[src/rtl/tte_pkg.sv]
`timescale 1ns / 1ps
`default_nettype none

package tte_pkg;

  localparam int unsigned VALUE_WIDTH = 32;
  localparam int unsigned OUT_WIDTH   = 32;
  localparam int unsigned EXT_WIDTH   = (VALUE_WIDTH > OUT_WIDTH) ? VALUE_WIDTH : OUT_WIDTH;
  localparam int unsigned CNT_WIDTH   = $clog2(VALUE_WIDTH + 1);
  localparam int unsigned NUM_TOKENS  = 3;

  localparam logic [7:0] CH_PLUS  = 8'h2b;
  localparam logic [7:0] CH_MINUS = 8'h2d;
  localparam logic [7:0] CH_STAR  = 8'h2a;
  localparam logic [7:0] CH_SLASH = 8'h2f;
  localparam logic [7:0] CH_PCT   = 8'h25;
  localparam logic [7:0] CH_SPACE = 8'h20;
  localparam logic [7:0] CH_ZERO  = 8'h30;
  localparam logic [7:0] CH_NINE  = 8'h39;
  localparam logic [7:0] RADIX    = 8'd10;

  typedef enum logic [2:0] {
    OP_ADD,
    OP_SUB,
    OP_MUL,
    OP_DIV,
    OP_MOD
  } alu_op_e;

  typedef enum logic [2:0] {
    A_IDLE,
    A_ADD,
    A_ABSX,
    A_ABSY,
    A_LOOP,
    A_SIGN
  } alu_state_e;

  typedef enum logic [1:0] {
    ST_RUN,
    ST_EVAL,
    ST_CALC,
    ST_PUSH
  } tte_state_e;

  typedef struct packed {
    logic    start;
    alu_op_e op;
  } alu_req_t;

  typedef struct packed {
    logic busy;
    logic done;
  } alu_stat_t;

  function automatic logic is_digit(input logic [7:0] c);
    return (c >= CH_ZERO) && (c <= CH_NINE);
  endfunction

endpackage

`default_nettype wire

[src/rtl/tte_alu.sv]
`timescale 1ns / 1ps
`default_nettype none

module tte_alu
  import tte_pkg::*;
(
  input  wire logic                   clk_i,
  input  wire logic                   rst_ni,
  input  wire alu_req_t               req_i,
  input  wire logic [VALUE_WIDTH-1:0] x_i,
  input  wire logic [VALUE_WIDTH-1:0] y_i,
  output      alu_stat_t              stat_o,
  output      logic [VALUE_WIDTH-1:0] result_o
);

  alu_state_e             state_q, state_d;
  alu_op_e                op_q, op_d;
  logic [VALUE_WIDTH-1:0] a_q, a_d;
  logic [VALUE_WIDTH-1:0] b_q, b_d;
  logic [VALUE_WIDTH-1:0] q_q, q_d;
  logic [CNT_WIDTH-1:0]   cnt_q, cnt_d;
  logic                   neg_q, neg_d;
  logic                   done_q, done_d;

  logic [VALUE_WIDTH:0]   add_a, add_b, add_sum;
  logic                   add_sub;
  logic [VALUE_WIDTH:0]   rem_shift;
  logic                   last_step;

  // shared adder / subtractor
  assign add_sum   = add_a + (add_b ^ {(VALUE_WIDTH + 1){add_sub}})
                   + {{VALUE_WIDTH{1'b0}}, add_sub};
  assign rem_shift = {a_q, q_q[VALUE_WIDTH-1]};
  assign last_step = (cnt_q == CNT_WIDTH'(1));

  always_comb begin
    state_d = state_q;
    unique case (state_q)
      A_IDLE: begin
        if (req_i.start) begin
          unique case (req_i.op)
            OP_ADD, OP_SUB: state_d = A_ADD;
            OP_MUL:         state_d = A_LOOP;
            default:        state_d = A_ABSX;
          endcase
        end
      end
      A_ADD:  state_d = A_IDLE;
      A_ABSX: state_d = A_ABSY;
      A_ABSY: state_d = A_LOOP;
      A_LOOP: begin
        if (last_step) begin
          state_d = (op_q == OP_MUL) ? A_IDLE : A_SIGN;
        end
      end
      A_SIGN: state_d = A_IDLE;
      default: state_d = A_IDLE;
    endcase
  end

  always_comb begin
    op_d    = op_q;
    a_d     = a_q;
    b_d     = b_q;
    q_d     = q_q;
    cnt_d   = cnt_q;
    neg_d   = neg_q;
    done_d  = 1'b0;
    add_a   = '0;
    add_b   = '0;
    add_sub = 1'b0;
    unique case (state_q)
      A_IDLE: begin
        if (req_i.start) begin
          op_d  = req_i.op;
          q_d   = x_i;
          b_d   = y_i;
          a_d   = '0;
          cnt_d = CNT_WIDTH'(VALUE_WIDTH);
        end
      end
      A_ADD: begin
        add_a   = {1'b0, q_q};
        add_b   = {1'b0, b_q};
        add_sub = (op_q == OP_SUB);
        a_d     = add_sum[VALUE_WIDTH-1:0];
        done_d  = 1'b1;
      end
      A_ABSX: begin
        add_b   = {1'b0, q_q};
        add_sub = q_q[VALUE_WIDTH-1];
        q_d     = add_sum[VALUE_WIDTH-1:0];
        neg_d   = (op_q == OP_DIV) ? (q_q[VALUE_WIDTH-1] ^ b_q[VALUE_WIDTH-1])
                                   : q_q[VALUE_WIDTH-1];
      end
      A_ABSY: begin
        add_b   = {1'b0, b_q};
        add_sub = b_q[VALUE_WIDTH-1];
        b_d     = add_sum[VALUE_WIDTH-1:0];
        a_d     = '0;
      end
      A_LOOP: begin
        cnt_d = cnt_q - CNT_WIDTH'(1);
        if (op_q == OP_MUL) begin
          // shift-add, multiplier bits msb first
          add_a = {1'b0, a_q[VALUE_WIDTH-2:0], 1'b0};
          add_b = q_q[VALUE_WIDTH-1] ? {1'b0, b_q} : '0;
          a_d   = add_sum[VALUE_WIDTH-1:0];
          q_d   = {q_q[VALUE_WIDTH-2:0], 1'b0};
          done_d = last_step;
        end else begin
          // restoring division step
          add_a   = rem_shift;
          add_b   = {1'b0, b_q};
          add_sub = 1'b1;
          a_d     = add_sum[VALUE_WIDTH] ? rem_shift[VALUE_WIDTH-1:0]
                                         : add_sum[VALUE_WIDTH-1:0];
          q_d     = {q_q[VALUE_WIDTH-2:0], ~add_sum[VALUE_WIDTH]};
        end
      end
      A_SIGN: begin
        add_b   = (op_q == OP_DIV) ? {1'b0, q_q} : {1'b0, a_q};
        add_sub = neg_q;
        a_d     = add_sum[VALUE_WIDTH-1:0];
        done_d  = 1'b1;
      end
      default: begin
        done_d = 1'b0;
      end
    endcase
  end

  always_ff @(posedge clk_i or negedge rst_ni) begin
    if (!rst_ni) begin
      state_q <= A_IDLE;
      done_q  <= 1'b0;
    end else begin
      state_q <= state_d;
      done_q  <= done_d;
    end
  end

  always_ff @(posedge clk_i) begin
    op_q  <= op_d;
    a_q   <= a_d;
    b_q   <= b_d;
    q_q   <= q_d;
    cnt_q <= cnt_d;
    neg_q <= neg_d;
  end

  assign stat_o.busy = (state_q != A_IDLE);
  assign stat_o.done = done_q;
  assign result_o    = a_q;

endmodule

`default_nettype wire

[src/rtl/three_token_expression_evaluator.sv]
`timescale 1ns / 1ps
`default_nettype none

// Evaluates one "x op y" style line fed as ASCII characters, one character per beat.
// Space-separated tokens are collected (first three only); on the beat flagged with
// line_end_i the first token with a non-digit lead picks the operator (+ - * / %)
// and the other two are the operands, as 32-bit wrapping decimal values. One
// result beat follows each line: -1 for an unknown or missing operator or a zero
// divisor. Ordinary characters are taken at one per cycle. After a line end the
// input stalls until the result is formed; the iterative arithmetic unit has a
// single shared adder and runs one multiplier or quotient bit per cycle, so * /
// and % stall the longest. A finished result waits in an output
// register, so the next line is taken while it is still pending; the next result
// holds the input until that register has been read.
module three_token_expression_evaluator
  import tte_pkg::*;
(
  input  wire logic        clk_i,
  input  wire logic        rst_ni,
  input  wire logic        in_valid_i,
  output      logic        in_ready_o,
  input  wire logic [7:0]  char_in_i,
  input  wire logic        line_end_i,
  output      logic        out_valid_o,
  input  wire logic        out_ready_i,
  output      logic signed [OUT_WIDTH-1:0] value_o
);

  tte_state_e             state_q, state_d;
  logic [1:0]             count_q, count_d;
  logic                   inside_q, inside_d;
  logic [7:0]             lead_q [NUM_TOKENS];
  logic [7:0]             lead_d [NUM_TOKENS];
  logic [VALUE_WIDTH-1:0] val_q  [NUM_TOKENS];
  logic [VALUE_WIDTH-1:0] val_d  [NUM_TOKENS];
  logic [VALUE_WIDTH-1:0] res_q, res_d;
  logic [OUT_WIDTH-1:0]   out_q, out_d;
  logic                   out_valid_q, out_valid_d;

  logic                   in_beat;
  logic [VALUE_WIDTH-1:0] digit;
  logic [1:0]             cur_idx;

  logic [7:0]             op_lead;
  logic [VALUE_WIDTH-1:0] opnd_x, opnd_y;
  logic                   no_op, bad_op;
  alu_op_e                op_sel;
  alu_req_t               alu_req;
  alu_stat_t              alu_stat;
  logic [VALUE_WIDTH-1:0] alu_res;
  logic signed [EXT_WIDTH-1:0] res_ext;
  logic                   out_load;

  assign in_ready_o = (state_q == ST_RUN);
  assign in_beat    = in_valid_i && in_ready_o;
  assign digit      = VALUE_WIDTH'(char_in_i) - VALUE_WIDTH'(CH_ZERO);
  assign cur_idx    = count_q - 2'd1;

  // operator pick
  always_comb begin
    op_lead = lead_q[0];
    opnd_x  = val_q[1];
    opnd_y  = val_q[2];
    no_op   = 1'b0;
    if (!is_digit(lead_q[0])) begin
      op_lead = lead_q[0];
    end else if (!is_digit(lead_q[1])) begin
      op_lead = lead_q[1];
      opnd_x  = val_q[0];
    end else if (!is_digit(lead_q[2])) begin
      op_lead = lead_q[2];
      opnd_x  = val_q[0];
      opnd_y  = val_q[1];
    end else begin
      no_op   = 1'b1;
    end
  end

  always_comb begin
    op_sel = OP_ADD;
    bad_op = 1'b0;
    unique case (op_lead)
      CH_PLUS:  op_sel = OP_ADD;
      CH_MINUS: op_sel = OP_SUB;
      CH_STAR:  op_sel = OP_MUL;
      CH_SLASH: op_sel = OP_DIV;
      CH_PCT:   op_sel = OP_MOD;
      default:  bad_op = 1'b1;
    endcase
  end

  // next state
  always_comb begin
    state_d = state_q;
    unique case (state_q)
      ST_RUN: begin
        if (in_beat && line_end_i) begin
          state_d = ST_EVAL;
        end
      end
      ST_EVAL: begin
        if (no_op || bad_op
            || (((op_sel == OP_DIV) || (op_sel == OP_MOD)) && (opnd_y == '0))) begin
          state_d = ST_PUSH;
        end else begin
          state_d = ST_CALC;
        end
      end
      ST_CALC: begin
        if (alu_stat.done) begin
          state_d = ST_PUSH;
        end
      end
      ST_PUSH: begin
        if (!out_valid_q || out_ready_i) begin
          state_d = ST_RUN;
        end
      end
      default: state_d = ST_RUN;
    endcase
  end

  // token and result datapath
  always_comb begin
    count_d     = count_q;
    inside_d    = inside_q;
    lead_d      = lead_q;
    val_d       = val_q;
    res_d       = res_q;
    alu_req     = '{start: 1'b0, op: op_sel};
    out_load    = 1'b0;
    unique case (state_q)
      ST_RUN: begin
        if (in_beat) begin
          if (char_in_i == CH_SPACE) begin
            inside_d = 1'b0;
          end else if (inside_q) begin
            for (int i = 0; i < NUM_TOKENS; i++) begin
              if (cur_idx == 2'(i)) begin
                val_d[i] = (val_q[i] << 3) + (val_q[i] << 1) + digit;
              end
            end
          end else if (count_q < 2'(NUM_TOKENS)) begin
            for (int i = 0; i < NUM_TOKENS; i++) begin
              if (count_q == 2'(i)) begin
                lead_d[i] = char_in_i;
                val_d[i]  = digit;
              end
            end
            count_d  = count_q + 2'd1;
            inside_d = 1'b1;
          end
        end
      end
      ST_EVAL: begin
        alu_req.start = (state_d == ST_CALC);
        res_d         = '1;
        count_d       = '0;
        inside_d      = 1'b0;
        for (int i = 0; i < NUM_TOKENS; i++) begin
          lead_d[i] = '0;
          val_d[i]  = '0;
        end
      end
      ST_CALC: begin
        if (alu_stat.done) begin
          res_d = alu_res;
        end
      end
      ST_PUSH: begin
        out_load = !out_valid_q || out_ready_i;
      end
      default: begin
        out_load = 1'b0;
      end
    endcase
  end

  assign res_ext     = EXT_WIDTH'(signed'(res_q));
  assign out_d       = out_load ? res_ext[OUT_WIDTH-1:0] : out_q;
  assign out_valid_d = out_load || (out_valid_q && !out_ready_i);

  tte_alu u_alu (
    .clk_i    (clk_i),
    .rst_ni   (rst_ni),
    .req_i    (alu_req),
    .x_i      (opnd_x),
    .y_i      (opnd_y),
    .stat_o   (alu_stat),
    .result_o (alu_res)
  );

  always_ff @(posedge clk_i or negedge rst_ni) begin
    if (!rst_ni) begin
      state_q     <= ST_RUN;
      count_q     <= '0;
      inside_q    <= 1'b0;
      out_valid_q <= 1'b0;
      for (int i = 0; i < NUM_TOKENS; i++) begin
        lead_q[i] <= '0;
        val_q[i]  <= '0;
      end
    end else begin
      state_q     <= state_d;
      count_q     <= count_d;
      inside_q    <= inside_d;
      out_valid_q <= out_valid_d;
      lead_q      <= lead_d;
      val_q       <= val_d;
    end
  end

  always_ff @(posedge clk_i) begin
    res_q <= res_d;
    out_q <= out_d;
  end

  assign out_valid_o = out_valid_q;
  assign value_o     = signed'(out_q);

  a_done_in_calc: assert property (@(posedge clk_i) disable iff (!rst_ni)
    alu_stat.done |-> (state_q == ST_CALC))
    else $error("arithmetic unit finished outside calc");

  a_line_end_evals: assert property (@(posedge clk_i) disable iff (!rst_ni)
    (in_beat && line_end_i) |=> (state_q == ST_EVAL))
    else $error("line end beat not evaluated");

  a_out_from_push: assert property (@(posedge clk_i) disable iff (!rst_ni)
    $rose(out_valid_q) |-> ($past(state_q) == ST_PUSH))
    else $error("result beat without push");

  a_calc_busy: assert property (@(posedge clk_i) disable iff (!rst_ni)
    ((state_q == ST_CALC) && !alu_stat.done) |-> alu_stat.busy)
    else $error("calc waits on idle arithmetic unit");

endmodule

`default_nettype wire

[config.mk]
export PLATFORM = sky130hd
export DESIGN_NAME = three_token_expression_evaluator
export DESIGN_NICKNAME = d
export VERILOG_FILES = /design/src/rtl/tte_pkg.sv /design/src/rtl/tte_alu.sv /design/src/rtl/three_token_expression_evaluator.sv
export SDC_FILE = /design/constraint.sdc
export NUM_CORES = 1
export LEC_CHECK = 0
export ABC_CLOCK_PERIOD_IN_PS = 5450
export BUFFER_PORTS_ARGS = -buffer_cell sky130_fd_sc_hd__buf_2
export CAP_MARGIN = 15
export CORE_MARGIN = 2
export CORE_UTILIZATION = 25
export CTS_CLUSTER_SIZE = 20
export DETAILED_ROUTE_END_ITERATION = 12
export PLACE_DENSITY = 0.46
export SYNTH_ARGS = -nofsm -noshare
export SYNTH_HDL_FRONTEND = slang
export SYNTH_SLANG_ARGS = --single-unit
[constraint.sdc]
create_clock -name clk_i -period 5.45 [get_ports clk_i]
set_input_delay 0.545 -clock clk_i [delete_from_list [all_inputs] [get_ports clk_i]]
set_output_delay 0.545 -clock clk_i [all_outputs]
set_load 0.05 [all_outputs]
==> flow_metrics.py, run 1 <==
metrics = {
    "global_routing": {
        "grt_overflow": 0,
        "grt_pass1_wl_um": 115000,
        "grt_max_degree": 86,
        "track_usage_pct": 15.7,
        "antenna_found_initial": 0,
        "grt_pass1_vias": 18800,
    },
    "clock_tree": {
        "cts_tree": "yes",
        "hold_buffers": 0,
        "clk_latency_ps": 570,
        "clock_path_buffers": 3,
        "cts.clk_slew.worst_paths_ps": 60,
        "cts.sink_count": 300,
        "numCtsBuffers": 38,
        "cts_root_buffer": "clkbuf_16",
        "cts_htree_levels": 2,
    },
    "setup_path": {
        "cp.required_ps": 5770,
        "path_buf_inv": 2,
        "cp-endpoint": "u_alu.q_q[26]",
        "worstSetupPathDepth": 17,
        "cp_data_arrival_time_ps": 5440,
        "r2r_start": "u_alu.state_q[1]",
        "worstPathCellList": "buf_4 -> or3b_1 -> o31ai_4 -> buf_4 -> a222oi_1 -> xnor2_1 -> ha_1 -> o21a_1 -> o31a_1 -> o21ai_0 -> a21oi_1 -> o21a_1 -> o2111ai_1 -> a211oi_1 -> or2_2 -> xor2_1 -> a221o_1",
        "cp_max_fo": 27,
        "critical_path_class": "flip-flop to flip-flop",
        "reg2reg_depth": 17,
        "r2r_setup_slack_ps": 330,
        "cp_top_family": "compound AO/OA/AOI/OAI gates",
        "endpoint_kind": "flip-flop",
        "critPathLaunchType": "flip-flop",
        "r2r-end": "u_alu.q_q[26]",
        "startpoint": "u_alu.state_q[1]",
        "slowest_stage": "dfrtp_1",
        "slowest_delay_ps": 520,
    },
    "sta": {
        "setup_viol": 0,
        "rsz0062_at_grt": "no",
        "worst_pin_slew_ps": 1020,
        "finalCritPeriodShare_pct": 93.9,
        "max_freq_ghz": 0.195,
        "period_needed_ps": 5120,
        "hold_viol": 0,
        "finalMaxSlewViolations": 0,
        "slew_headroom_pct": 31.5,
        "setup_ws_ps": 330,
        "finalClockSkew_ps": 14.5,
    },
    "drt": {
        "vias": 18500,
        "route.detailed.drc": 0,
        "ant_nets": 0,
        "routed_wl_um": 73400,
        "post_drt_wl_per_cell_um": 20.6,
        "drtIter0Drc": 1636,
        "first_pass_iters": 7,
        "avgViaCountPerCell": 5.18,
    },
    "logic_synthesis": {
        "async_flop_share_pct": 43.3,
        "synth-edff-count": 170,
        "ys_seq_area_share_pct": 36.7,
        "yosys_warnings": 0,
        "netlist_top_cells_count": "229 x nand2_1, 217 x a21oi_1, 170 x edfxtp_1",
        "synthTopCellsByArea": "edfxtp_1 22%, dfrtp_1 14%, fa_1 7.7%, ha_1 7.3%, a21oi_1 4.8%",
        "yosys.area.top_type": "edfxtp_1",
        "synthCells": 2335,
        "synth.net_count": 2569,
        "synth_area_um2": 22800,
        "yosysMostFrequentCell": "nand2_1",
        "synth_area_per_cell_um2": 9.76,
        "ys_ff_latch": 300,
        "ys_types": 83,
        "ys.flop_type": "edfxtp_1",
        "netlist.area_leader.share_pct": 22.4,
    },
    "die": {
        "fp.dieArea_um2": 93600,
        "fp.coreArea_um2": 90100,
        "die_h_um": 306,
        "die_w_um": 306,
        "io_pins": 47,
        "rows": 110,
        "start_util_pct": 25.3,
    },
    "placement": {
        "finalWeightedCongestion": 0.927,
        "post-dp-hpwl_um": 55100,
        "dp_cells": 3491,
        "io_buffers": 46,
        "preCtsSetupSlack_ps": 240,
        "postPlaceCellArea_um2": 24800,
    },
    "finish": {
        "area_growth_pct": 14.8,
        "drive_above_1_share_pct": 11.2,
        "nFillCells": 9297,
        "nets": 2591,
        "fin_cells": 3561,
        "final_area_um2": 26100,
        "antenna_cells": 0,
    },
    "power_and_ir_drop": {
        "p_per_area_nw_per_um2": 670,
        "power.leakage_nw": 11.1,
        "max-vdd-ir-drop_mv": 0.232,
    },
    "run_status": {
        "outcome": "complete, no violations",
    },
    "worst_hold_path": {
        "hold_path_class": "input pin to async pin",
    },
    "job": {
        "drv_cap": 0,
    },
}
-- worst min-delay path by stage --
| stage | start | end | slack [ps] | cells past startpoint |
|---|---|---|---|---|
| after CTS | rst_ni | val_q[1] | 80 | 1 |
| after global routing | rst_ni | val_q[1] | 120 | 1 |
| after detailed placement | res_ext[25] | value_o[25] | 400 | 0 |
| after global placement | res_ext[31] | value_o[31] | 400 | 0 |
| after floorplan | rst_ni | count_q[0] | 250 | 0 |
| final | rst_ni | val_q[1] | 60 | 1 |
-- worst reg2reg max path, delay by kind of cell, from the launching register on --
family	cells	cell delay, ps
flip-flops	1	520
adder cells (fa/ha/maj)	1	370
AND/OR/NAND/NOR	2	790
buffers and inverters	2	610
AO/OA/AOI/OAI	10	2200
XOR/XNOR	2	360
-- logic make-up (layout without fill, tap and decap cells) --
kind of cell	Yosys count	count (layout)	synth area share (%)
DFF	300	300	36.7
adders and majority gates	222	222	15.1
buffers and inverters	210	260	3.53
muxes	86	86	3.97
xor gates and xnor gates	129	129	4.96
and+or+nand+nor	605	605	12.8
AOI/OAI and AO/OA	783	783	22.9
-- state kept, by name (all words and copies together) (netlist names), 3 cells and up --
signal          flops
value_o            32
val_q              96
u_alu.state_q       3
res_ext            32
u_alu.b_q          32
u_alu.result_o     32
u_alu.q_q          32
lead_q             24
u_alu.cnt_q         6
u_alu.op_q          3
-- cells in the final DEF (no fill, tap or decap), types with 22 or more instances in the layout --
cell,synthesis,layout
nand2_1,229,229
a21oi_1,217,207
edfxtp_1,170,170
o21ai_0,163,142
dfrtp_1,130,127
ha_1,133,125
nor2_1,111,110
a21o_1,108,108
inv_1,88,88
fa_1,88,88
xnor2_1,83,83
nand2b_1,55,55
a22o_1,54,54
buf_4,0,53
mux2i_1,51,51
xor2_1,46,46
buf_2,6,45
a211oi_1,45,42
nand3_1,40,39
clkbuf_16,0,39
mux2_2,35,35
a222oi_1,30,30
nor3_1,26,25
a221o_1,25,25
nor2b_1,23,22
nor4_1,25,22
-- routing by layer --
metal  global-route usage, %  up-vias  share of wire, %
met5                       0        -                 0
met4                    3.72        0               2.1
met3                    1.90       87               5.2
met2                    25.1      512                45
met1                    22.4     9118                47
li1                        -     8742                 -
-- where the power goes --
group | internal (mW) | switching [mW] | total (mW)
Sequential | 3.23 | 0.957 | 4.18
Clock | 1.64 | 1.05 | 2.69
Combinational | 4.32 | 6.34 | 10.7
-- cell type report --
class / instances / area (um2) / area share (%)
Clock buffer: 50 / 1050 / 4.01
Inverter: 89 / 334 / 1.28
Tap cell: 1176 / 1470 / 5.63
Sequential cell: 300 / 8360 / 32.0
Clock inverter: 18 / 263 / 1.01
Timing Repair Buffer: 103 / 714 / 2.73
Multi-Input combinational cell: 1825 / 14000 / 53.4
-- metrics by stage --
stage / util [%] / TNS [ps] / total power [mW] / hold WS, ps
floorplan: - / -13190 / 11.9 / 249
global placement: 27.5 / 0 / 14.6 / 404
detailed placement: 27.5 / 0 / 14.8 / 405
CTS: 29.0 / 0 / 17.6 / 84.4
global route: 29.0 / 0 / 19.0 / 122
finish: 29.0 / 0 / 17.5 / 62.3
-- repair_timing --
action	4_1_cts	5_1_grt
buffers inserted	0	2
setup endpoints to repair	0	24
gates resized for setup	0	3
Power figures use the tool's default switching activity.
==> run 2: changes to the inputs <==
==> constraint.sdc (replaced) <==
create_clock -name clk_i -period 5.45 [get_ports clk_i]
set_input_delay 0.2725 -clock clk_i [delete_from_list [all_inputs] [get_ports clk_i]]
set_output_delay 0.2725 -clock clk_i [all_outputs]
set_load 0.05 [all_outputs]
==> run 2 against run 1 <==
Global-route usage shrank 0.060 points; routed wire length shrank 0.56%; clock skew grew 3.3 ps; sequential share of layout area grew 0.19 points; first-iteration DRC count grew 0.61%; total power shrank 1.6%; utilization shrank 0.17 points; setup slack gained 100 ps; register-to-register slack gained 100 ps; non-clock buffer count shrank 4; sequential cell count is the same; sequential power is essentially flat; critical path type unchanged; largest power group unchanged; highest routed layer unchanged.
==> flow_metrics.py, run 2 (same netlist as run 1, synthesis figures left out) <==
metrics = {
    "run_status": {
        "outcome": "complete, no violations",
    },
    "worst_hold_path": {
        "min_to": "state_q[0]",
        "hold_start": "line_end_i",
        "hold_depth": 3,
        "hold_path_class": "input pin to flip-flop",
    },
    "finish": {
        "final_cell_mix": "229 x nand2_1, 212 x a21oi_1, 170 x edfxtp_1",
        "area_growth_pct": 14.1,
        "drive_above_1_share_pct": 10.6,
        "layout_commonest_cell": "nand2_1",
        "nets": 2588,
        "largest-register": "val_q",
        "fin_cells": 3556,
        "antenna_cells": 0,
        "largest_reg_flops": 96,
    },
    "die": {
        "io_pins": 47,
        "start_util_pct": 25.3,
        "fp.dieArea_um2": 93600,
        "die_w_um": 306,
        "rows": 110,
        "die_h_um": 306,
        "fp.coreArea_um2": 90100,
    },
    "clock_tree": {
        "cts_htree_levels": 2,
        "numCtsBuffers": 39,
        "cts_root_buffer": "clkbuf_16",
        "cts.clk_slew.worst_paths_ps": 60,
        "cts_tree": "yes",
        "cts.sink_count": 300,
        "clock_path_buffers": 3,
        "clk_latency_ps": 570,
    },
    "setup_path": {
        "cp_data_arrival_time_ps": 5310,
        "endpoint_kind": "flip-flop",
        "cp_max_fo": 28,
        "worstPathCellList": "nand3b_1 -> o31ai_4 -> buf_4 -> a222oi_1 -> xnor2_1 -> ha_1 -> o21a_1 -> o31a_1 -> o21ai_0 -> a21oi_1 -> o21a_1 -> o2111ai_1 -> a211oi_1 -> or2_2 -> o211ai_1 -> o21ai_0",
        "slowest_delay_ps": 430,
        "critPathLaunchType": "flip-flop",
        "r2r-end": "u_alu.b_q[30]",
        "slowest_stage": "edfxtp_1",
        "critical_path_class": "flip-flop to flip-flop",
        "r2r_start": "u_alu.op_q[2]",
        "cp.required_ps": 5740,
        "reg2reg_depth": 16,
        "r2r_setup_slack_ps": 430,
    },
    "power_and_ir_drop": {
        "max-vdd-ir-drop_mv": 0.199,
        "power.leakage_nw": 11.0,
        "power.total_mw": 17.2,
        "p_per_area_nw_per_um2": 664,
    },
    "drt": {
        "first_pass_iters": 7,
        "post_drt_wl_per_cell_um": 20.5,
        "vias": 18400,
        "avgViaCountPerCell": 5.16,
        "ant_nets": 0,
        "drtIter0Drc": 1646,
        "routed_wl_um": 73000,
        "route.detailed.drc": 0,
    },
    "sta": {
        "setup_viol": 0,
        "rsz0062_at_grt": "no",
        "period_needed_ps": 5020,
        "worst_pin_slew_ps": 988,
        "finalCritPeriodShare_pct": 92.0,
        "fin_setup_tns_ps": 0,
        "setup_ws_ps": 434,
        "finalMaxSlewViolations": 0,
        "max_freq_ghz": 0.199,
        "hold_viol": 0,
        "slew_headroom_pct": 34.1,
        "finalClockSkew_ps": 17.8,
    },
    "global_routing": {
        "grt_overflow": 0,
        "grt_pass1_wl_um": 114000,
        "track_usage_pct": 15.6,
        "grt_max_degree": 73,
        "antenna_found_initial": 1,
        "grt_pass1_vias": 18900,
    },
    "placement": {
        "preCtsSetupSlack_ps": 67.0,
        "dp_cells": 3487,
        "post-dp-hpwl_um": 54900,
        "io_buffers": 46,
        "finalWeightedCongestion": 0.894,
    },
    "job": {
        "drv_cap": 0,
    },
}
## run 2: how the worst max path moves through the flow
stage                startpoint                  to  slack, ps  depth (start not counted)
2_1_floorplan      char_in_i[4]           val_q[88]       -290                         14
3_3_place_gp   u_alu.state_q[1]  u_alu.result_o[29]        130                         16
3_5_place_dp   u_alu.state_q[1]   u_alu.result_o[9]         70                         14
4_1_cts        u_alu.state_q[1]  u_alu.result_o[13]         50                         14
5_1_grt        u_alu.state_q[1]  u_alu.result_o[30]         10                         15
6_report          u_alu.op_q[2]       u_alu.b_q[30]        430                         16
## run 2: cell type report
cell class	count	area (um2)
Clock buffer	53	1120
Inverter	89	334
Fill cell	9328	64200
Multi-Input combinational cell	1825	13900
Timing Repair Buffer	99	674
Sequential cell	300	8360
Clock inverter	14	130
Tap cell	1176	1470
## run 2: metal layers
layer / track usage, % / routed length, um
met1: 22.0 / 34300
met2: 24.9 / 33000
met3: 2.35 / 3920
met4: 3.85 / 1720
met5: 0 / 0
## run 2: worst max-delay path: cells and delay by family (launching register included)
| family | cells | cell delay [ps] |
|---|---|---|
| DFF | 1 | 430 |
| xor gates and xnor gates | 1 | 170 |
| adders and majority gates | 1 | 370 |
| buffers and inverters | 1 | 380 |
| AOI/OAI and AO/OA | 11 | 2730 |
| and+or+nand+nor | 2 | 670 |
## run 2: what timing repair did
item                                   4_1_cts  5_1_grt
endpoints found under the hold margin       71        0
hold buffers                                 1        0
setup buffers                                0        1
setup endpoints to repair                    0       25
gates resized for setup                      0        4
## run 2: report_power, final
| part | internal, mW | switching [mW] |
|---|---|---|
| Combinational | 4.25 | 6.24 |
| Clock | 1.53 | 1.06 |
| Sequential | 3.23 | 0.949 |
| Total | 9.00 | 8.24 |
## run 2: stage by stage
step / hold slack [ps] / util, % / instance area (um2)
after floorplan: -23.1 / - / 23000
after global placement: 369 / 27.4 / 24700
after detailed placement: 379 / 27.4 / 24700
after CTS: 12.2 / 28.8 / 26000
after global routing: 25.4 / 28.8 / 26000
final: 35.4 / 28.8 / 26000
==> run 3: changes to the inputs <==
--- a/config.mk
+++ b/config.mk
@@ -6,12 +6,12 @@
 export NUM_CORES = 1
 export LEC_CHECK = 0
 export ABC_CLOCK_PERIOD_IN_PS = 5450
-export BUFFER_PORTS_ARGS = -buffer_cell sky130_fd_sc_hd__buf_2
 export CAP_MARGIN = 15
 export CORE_MARGIN = 2
 export CORE_UTILIZATION = 25
 export CTS_CLUSTER_SIZE = 20
 export DETAILED_ROUTE_END_ITERATION = 12
+export DONT_BUFFER_PORTS = 1
 export PLACE_DENSITY = 0.46
 export SYNTH_ARGS = -nofsm -noshare
 export SYNTH_HDL_FRONTEND = slang
==> run 3 against run 2 <==
Clock power rose by 2%; cell count fell by 0.62%; die area did not move; critical path depth did not move; hold slack improved by 24 ps; setup slack got worse by 67 ps; total power rose by 0.38%; critical path type unchanged; largest cell class unchanged; largest power group unchanged.
==> flow_metrics.py, run 3 (same netlist as run 1, synthesis figures left out) <==
metrics = {
    "clock_tree": {
        "postCtsResizedCells": 0,
        "clock_path_buffers": 3,
        "hold_buffers": 10,
        "cts_root_buffer": "clkbuf_16",
        "cts_setup_buffers": 0,
        "cts.clk_slew.worst_paths_ps": 60,
        "cts.sink_count": 300,
        "cts_htree_levels": 2,
        "numCtsBuffers": 39,
        "cts_tree": "yes",
        "clk_latency_ps": 580,
    },
    "finish": {
        "seqCellArea_um2": 8360,
        "multi_input_area_um2": 13900,
        "largest-register": "val_q",
        "fin_cells": 3534,
        "final_util_pct": 28.8,
        "area_growth_pct": 14.0,
        "nets": 2562,
        "layout_commonest_cell": "nand2_1",
        "drive_above_1_share_pct": 9.25,
        "final_cell_mix": "229 x nand2_1, 212 x a21oi_1, 170 x edfxtp_1",
        "largest_reg_flops": 96,
        "nFillCells": 9293,
        "antenna_cells": 0,
    },
    "setup_path": {
        "cpMostUsedCell": "buf_4",
        "slowest_stage": "o31ai_4",
        "cp_max_fo": 21,
        "endpoint_kind": "flip-flop",
        "startpoint": "u_alu.op_q[2]",
        "cp.required_ps": 5770,
        "worstPathCellList": "nand3b_1 -> o31ai_4 -> buf_4 -> a222oi_1 -> xnor2_1 -> ha_1 -> or3_1 -> o21ai_0 -> buf_4 -> a21oi_1 -> o21a_1 -> o2111ai_1 -> a211oi_1 -> or2_2 -> xor2_1 -> a221o_1",
        "r2r_setup_slack_ps": 370,
        "critical_path_class": "flip-flop to flip-flop",
        "r2r-end": "u_alu.q_q[26]",
        "critPathLaunchType": "flip-flop",
        "slowest_delay_ps": 780,
        "cp-endpoint": "u_alu.q_q[26]",
        "cp_data_arrival_time_ps": 5400,
        "r2r_start": "u_alu.op_q[2]",
        "reg2reg_depth": 16,
    },
    "die": {
        "rows": 110,
        "start_util_pct": 25.3,
        "io_pins": 47,
        "die_h_um": 306,
        "die_w_um": 306,
        "fp.coreArea_um2": 90100,
        "fp.dieArea_um2": 93600,
    },
    "placement": {
        "io_buffers": 0,
        "post-dp-hpwl_um": 54300,
        "finalWeightedCongestion": 0.928,
        "dp_cells": 3453,
    },
    "power_and_ir_drop": {
        "p_per_area_nw_per_um2": 667,
        "max-vdd-ir-drop_mv": 0.294,
        "power.leakage_nw": 10.9,
        "power.total_mw": 17.3,
    },
    "run_status": {
        "outcome": "complete, no violations",
    },
    "sta": {
        "hold_viol": 0,
        "finalCritPeriodShare_pct": 93.3,
        "period_needed_ps": 5080,
        "worst_pin_slew_ps": 1050,
        "fin_setup_tns_ps": 0,
        "finalMaxSlewViolations": 0,
        "rsz0062_at_grt": "no",
        "finalClockSkew_ps": 28.1,
        "max_freq_ghz": 0.197,
        "slew_headroom_pct": 29.5,
        "setup_viol": 0,
    },
    "drt": {
        "route.detailed.drc": 0,
        "drtIter0Drc": 1189,
        "vias": 18300,
        "avgViaCountPerCell": 5.17,
        "post_drt_wl_per_cell_um": 20.8,
        "first_pass_iters": 7,
        "ant_nets": 0,
        "routed_wl_um": 73500,
    },
    "global_routing": {
        "track_usage_pct": 15.6,
        "grt_overflow": 0,
        "grt_max_degree": 131,
        "grt_pass1_wl_um": 115000,
        "antenna_found_initial": 0,
        "grt_pass1_vias": 18800,
    },
    "worst_hold_path": {
        "hold_path_class": "input pin to flip-flop",
    },
    "job": {
        "drv_cap": 0,
    },
}
## run 3: cell types whose count changed in the layout (fill, tap and decap cells not counted), moves of 3 or more
cell	before	now
buf_2	45	0
buf_4	49	59
bufinv_16	2	5
clkbuf_1	8	4
clkbuf_16	42	39
clkbuf_8	3	0
clkinv_1	3	8
dfrtp_1	126	129
dfrtp_2	4	1
dlygate4sd3_1	1	9
inv_6	0	3
## run 3: stage by stage
step           setup WS [ps]  cell area, um2  hold WS, ps
2_1_floorplan           -290           23000        -23.1
3_3_place_gp             423           24600        -6.76
3_5_place_dp             394           24600        -6.37
4_1_cts                  389           26000         11.8
5_1_grt                 54.2           26000         40.8
6_report                 367           26000         59.7
## run 3: final cells by class
type,instances,share of cell area (%)
clock buffer,43,3.82
multi-input combinational,1825,53.5
clock inverter,28,1.10
sequential,300,32.2
inverter,89,1.29
tap,1176,5.67
timing repair buffer,73,2.47
## run 3: power by group
group	leakage, nW	internal, mW	total, mW	switching, mW
registers	3.19	3.23	4.40	1.16
logic	7.12	4.23	10.3	6.07
clock network	0.621	1.56	2.63	1.07
## run 3: how the worst min path moves through the flow
| stage | from | end | slack, ps | cells after the start |
|---|---|---|---|---|
| 2_1_floorplan | rst_ni | count_q[0] | -20 | 0 |
| 3_3_place_gp | rst_ni | val_q[1] | -7 | 0 |
| 3_5_place_dp | rst_ni | val_q[1] | -6 | 0 |
| 4_1_cts | char_in_i[1] | lead_q[1] | 10 | 2 |
| 5_1_grt | char_in_i[1] | lead_q[1] | 40 | 2 |
| 6_report | char_in_i[1] | lead_q[1] | 60 | 2 |
## run 3: routing by layer
layer  routed length [um]  track usage, %
met5                    0               0
met4                 1620            3.70
met3                 3800            2.25
met2                33600            25.5
met1                34400            21.8
## run 3: critical path, delay by kind of cell, from the launching register on
kind | cells | cell delay (ps)
buf+inv | 2 | 570
xor+xnor | 2 | 360
fa+ha+maj | 1 | 240
flops | 1 | 430
simple gates | 3 | 1010
compound gates | 8 | 2230
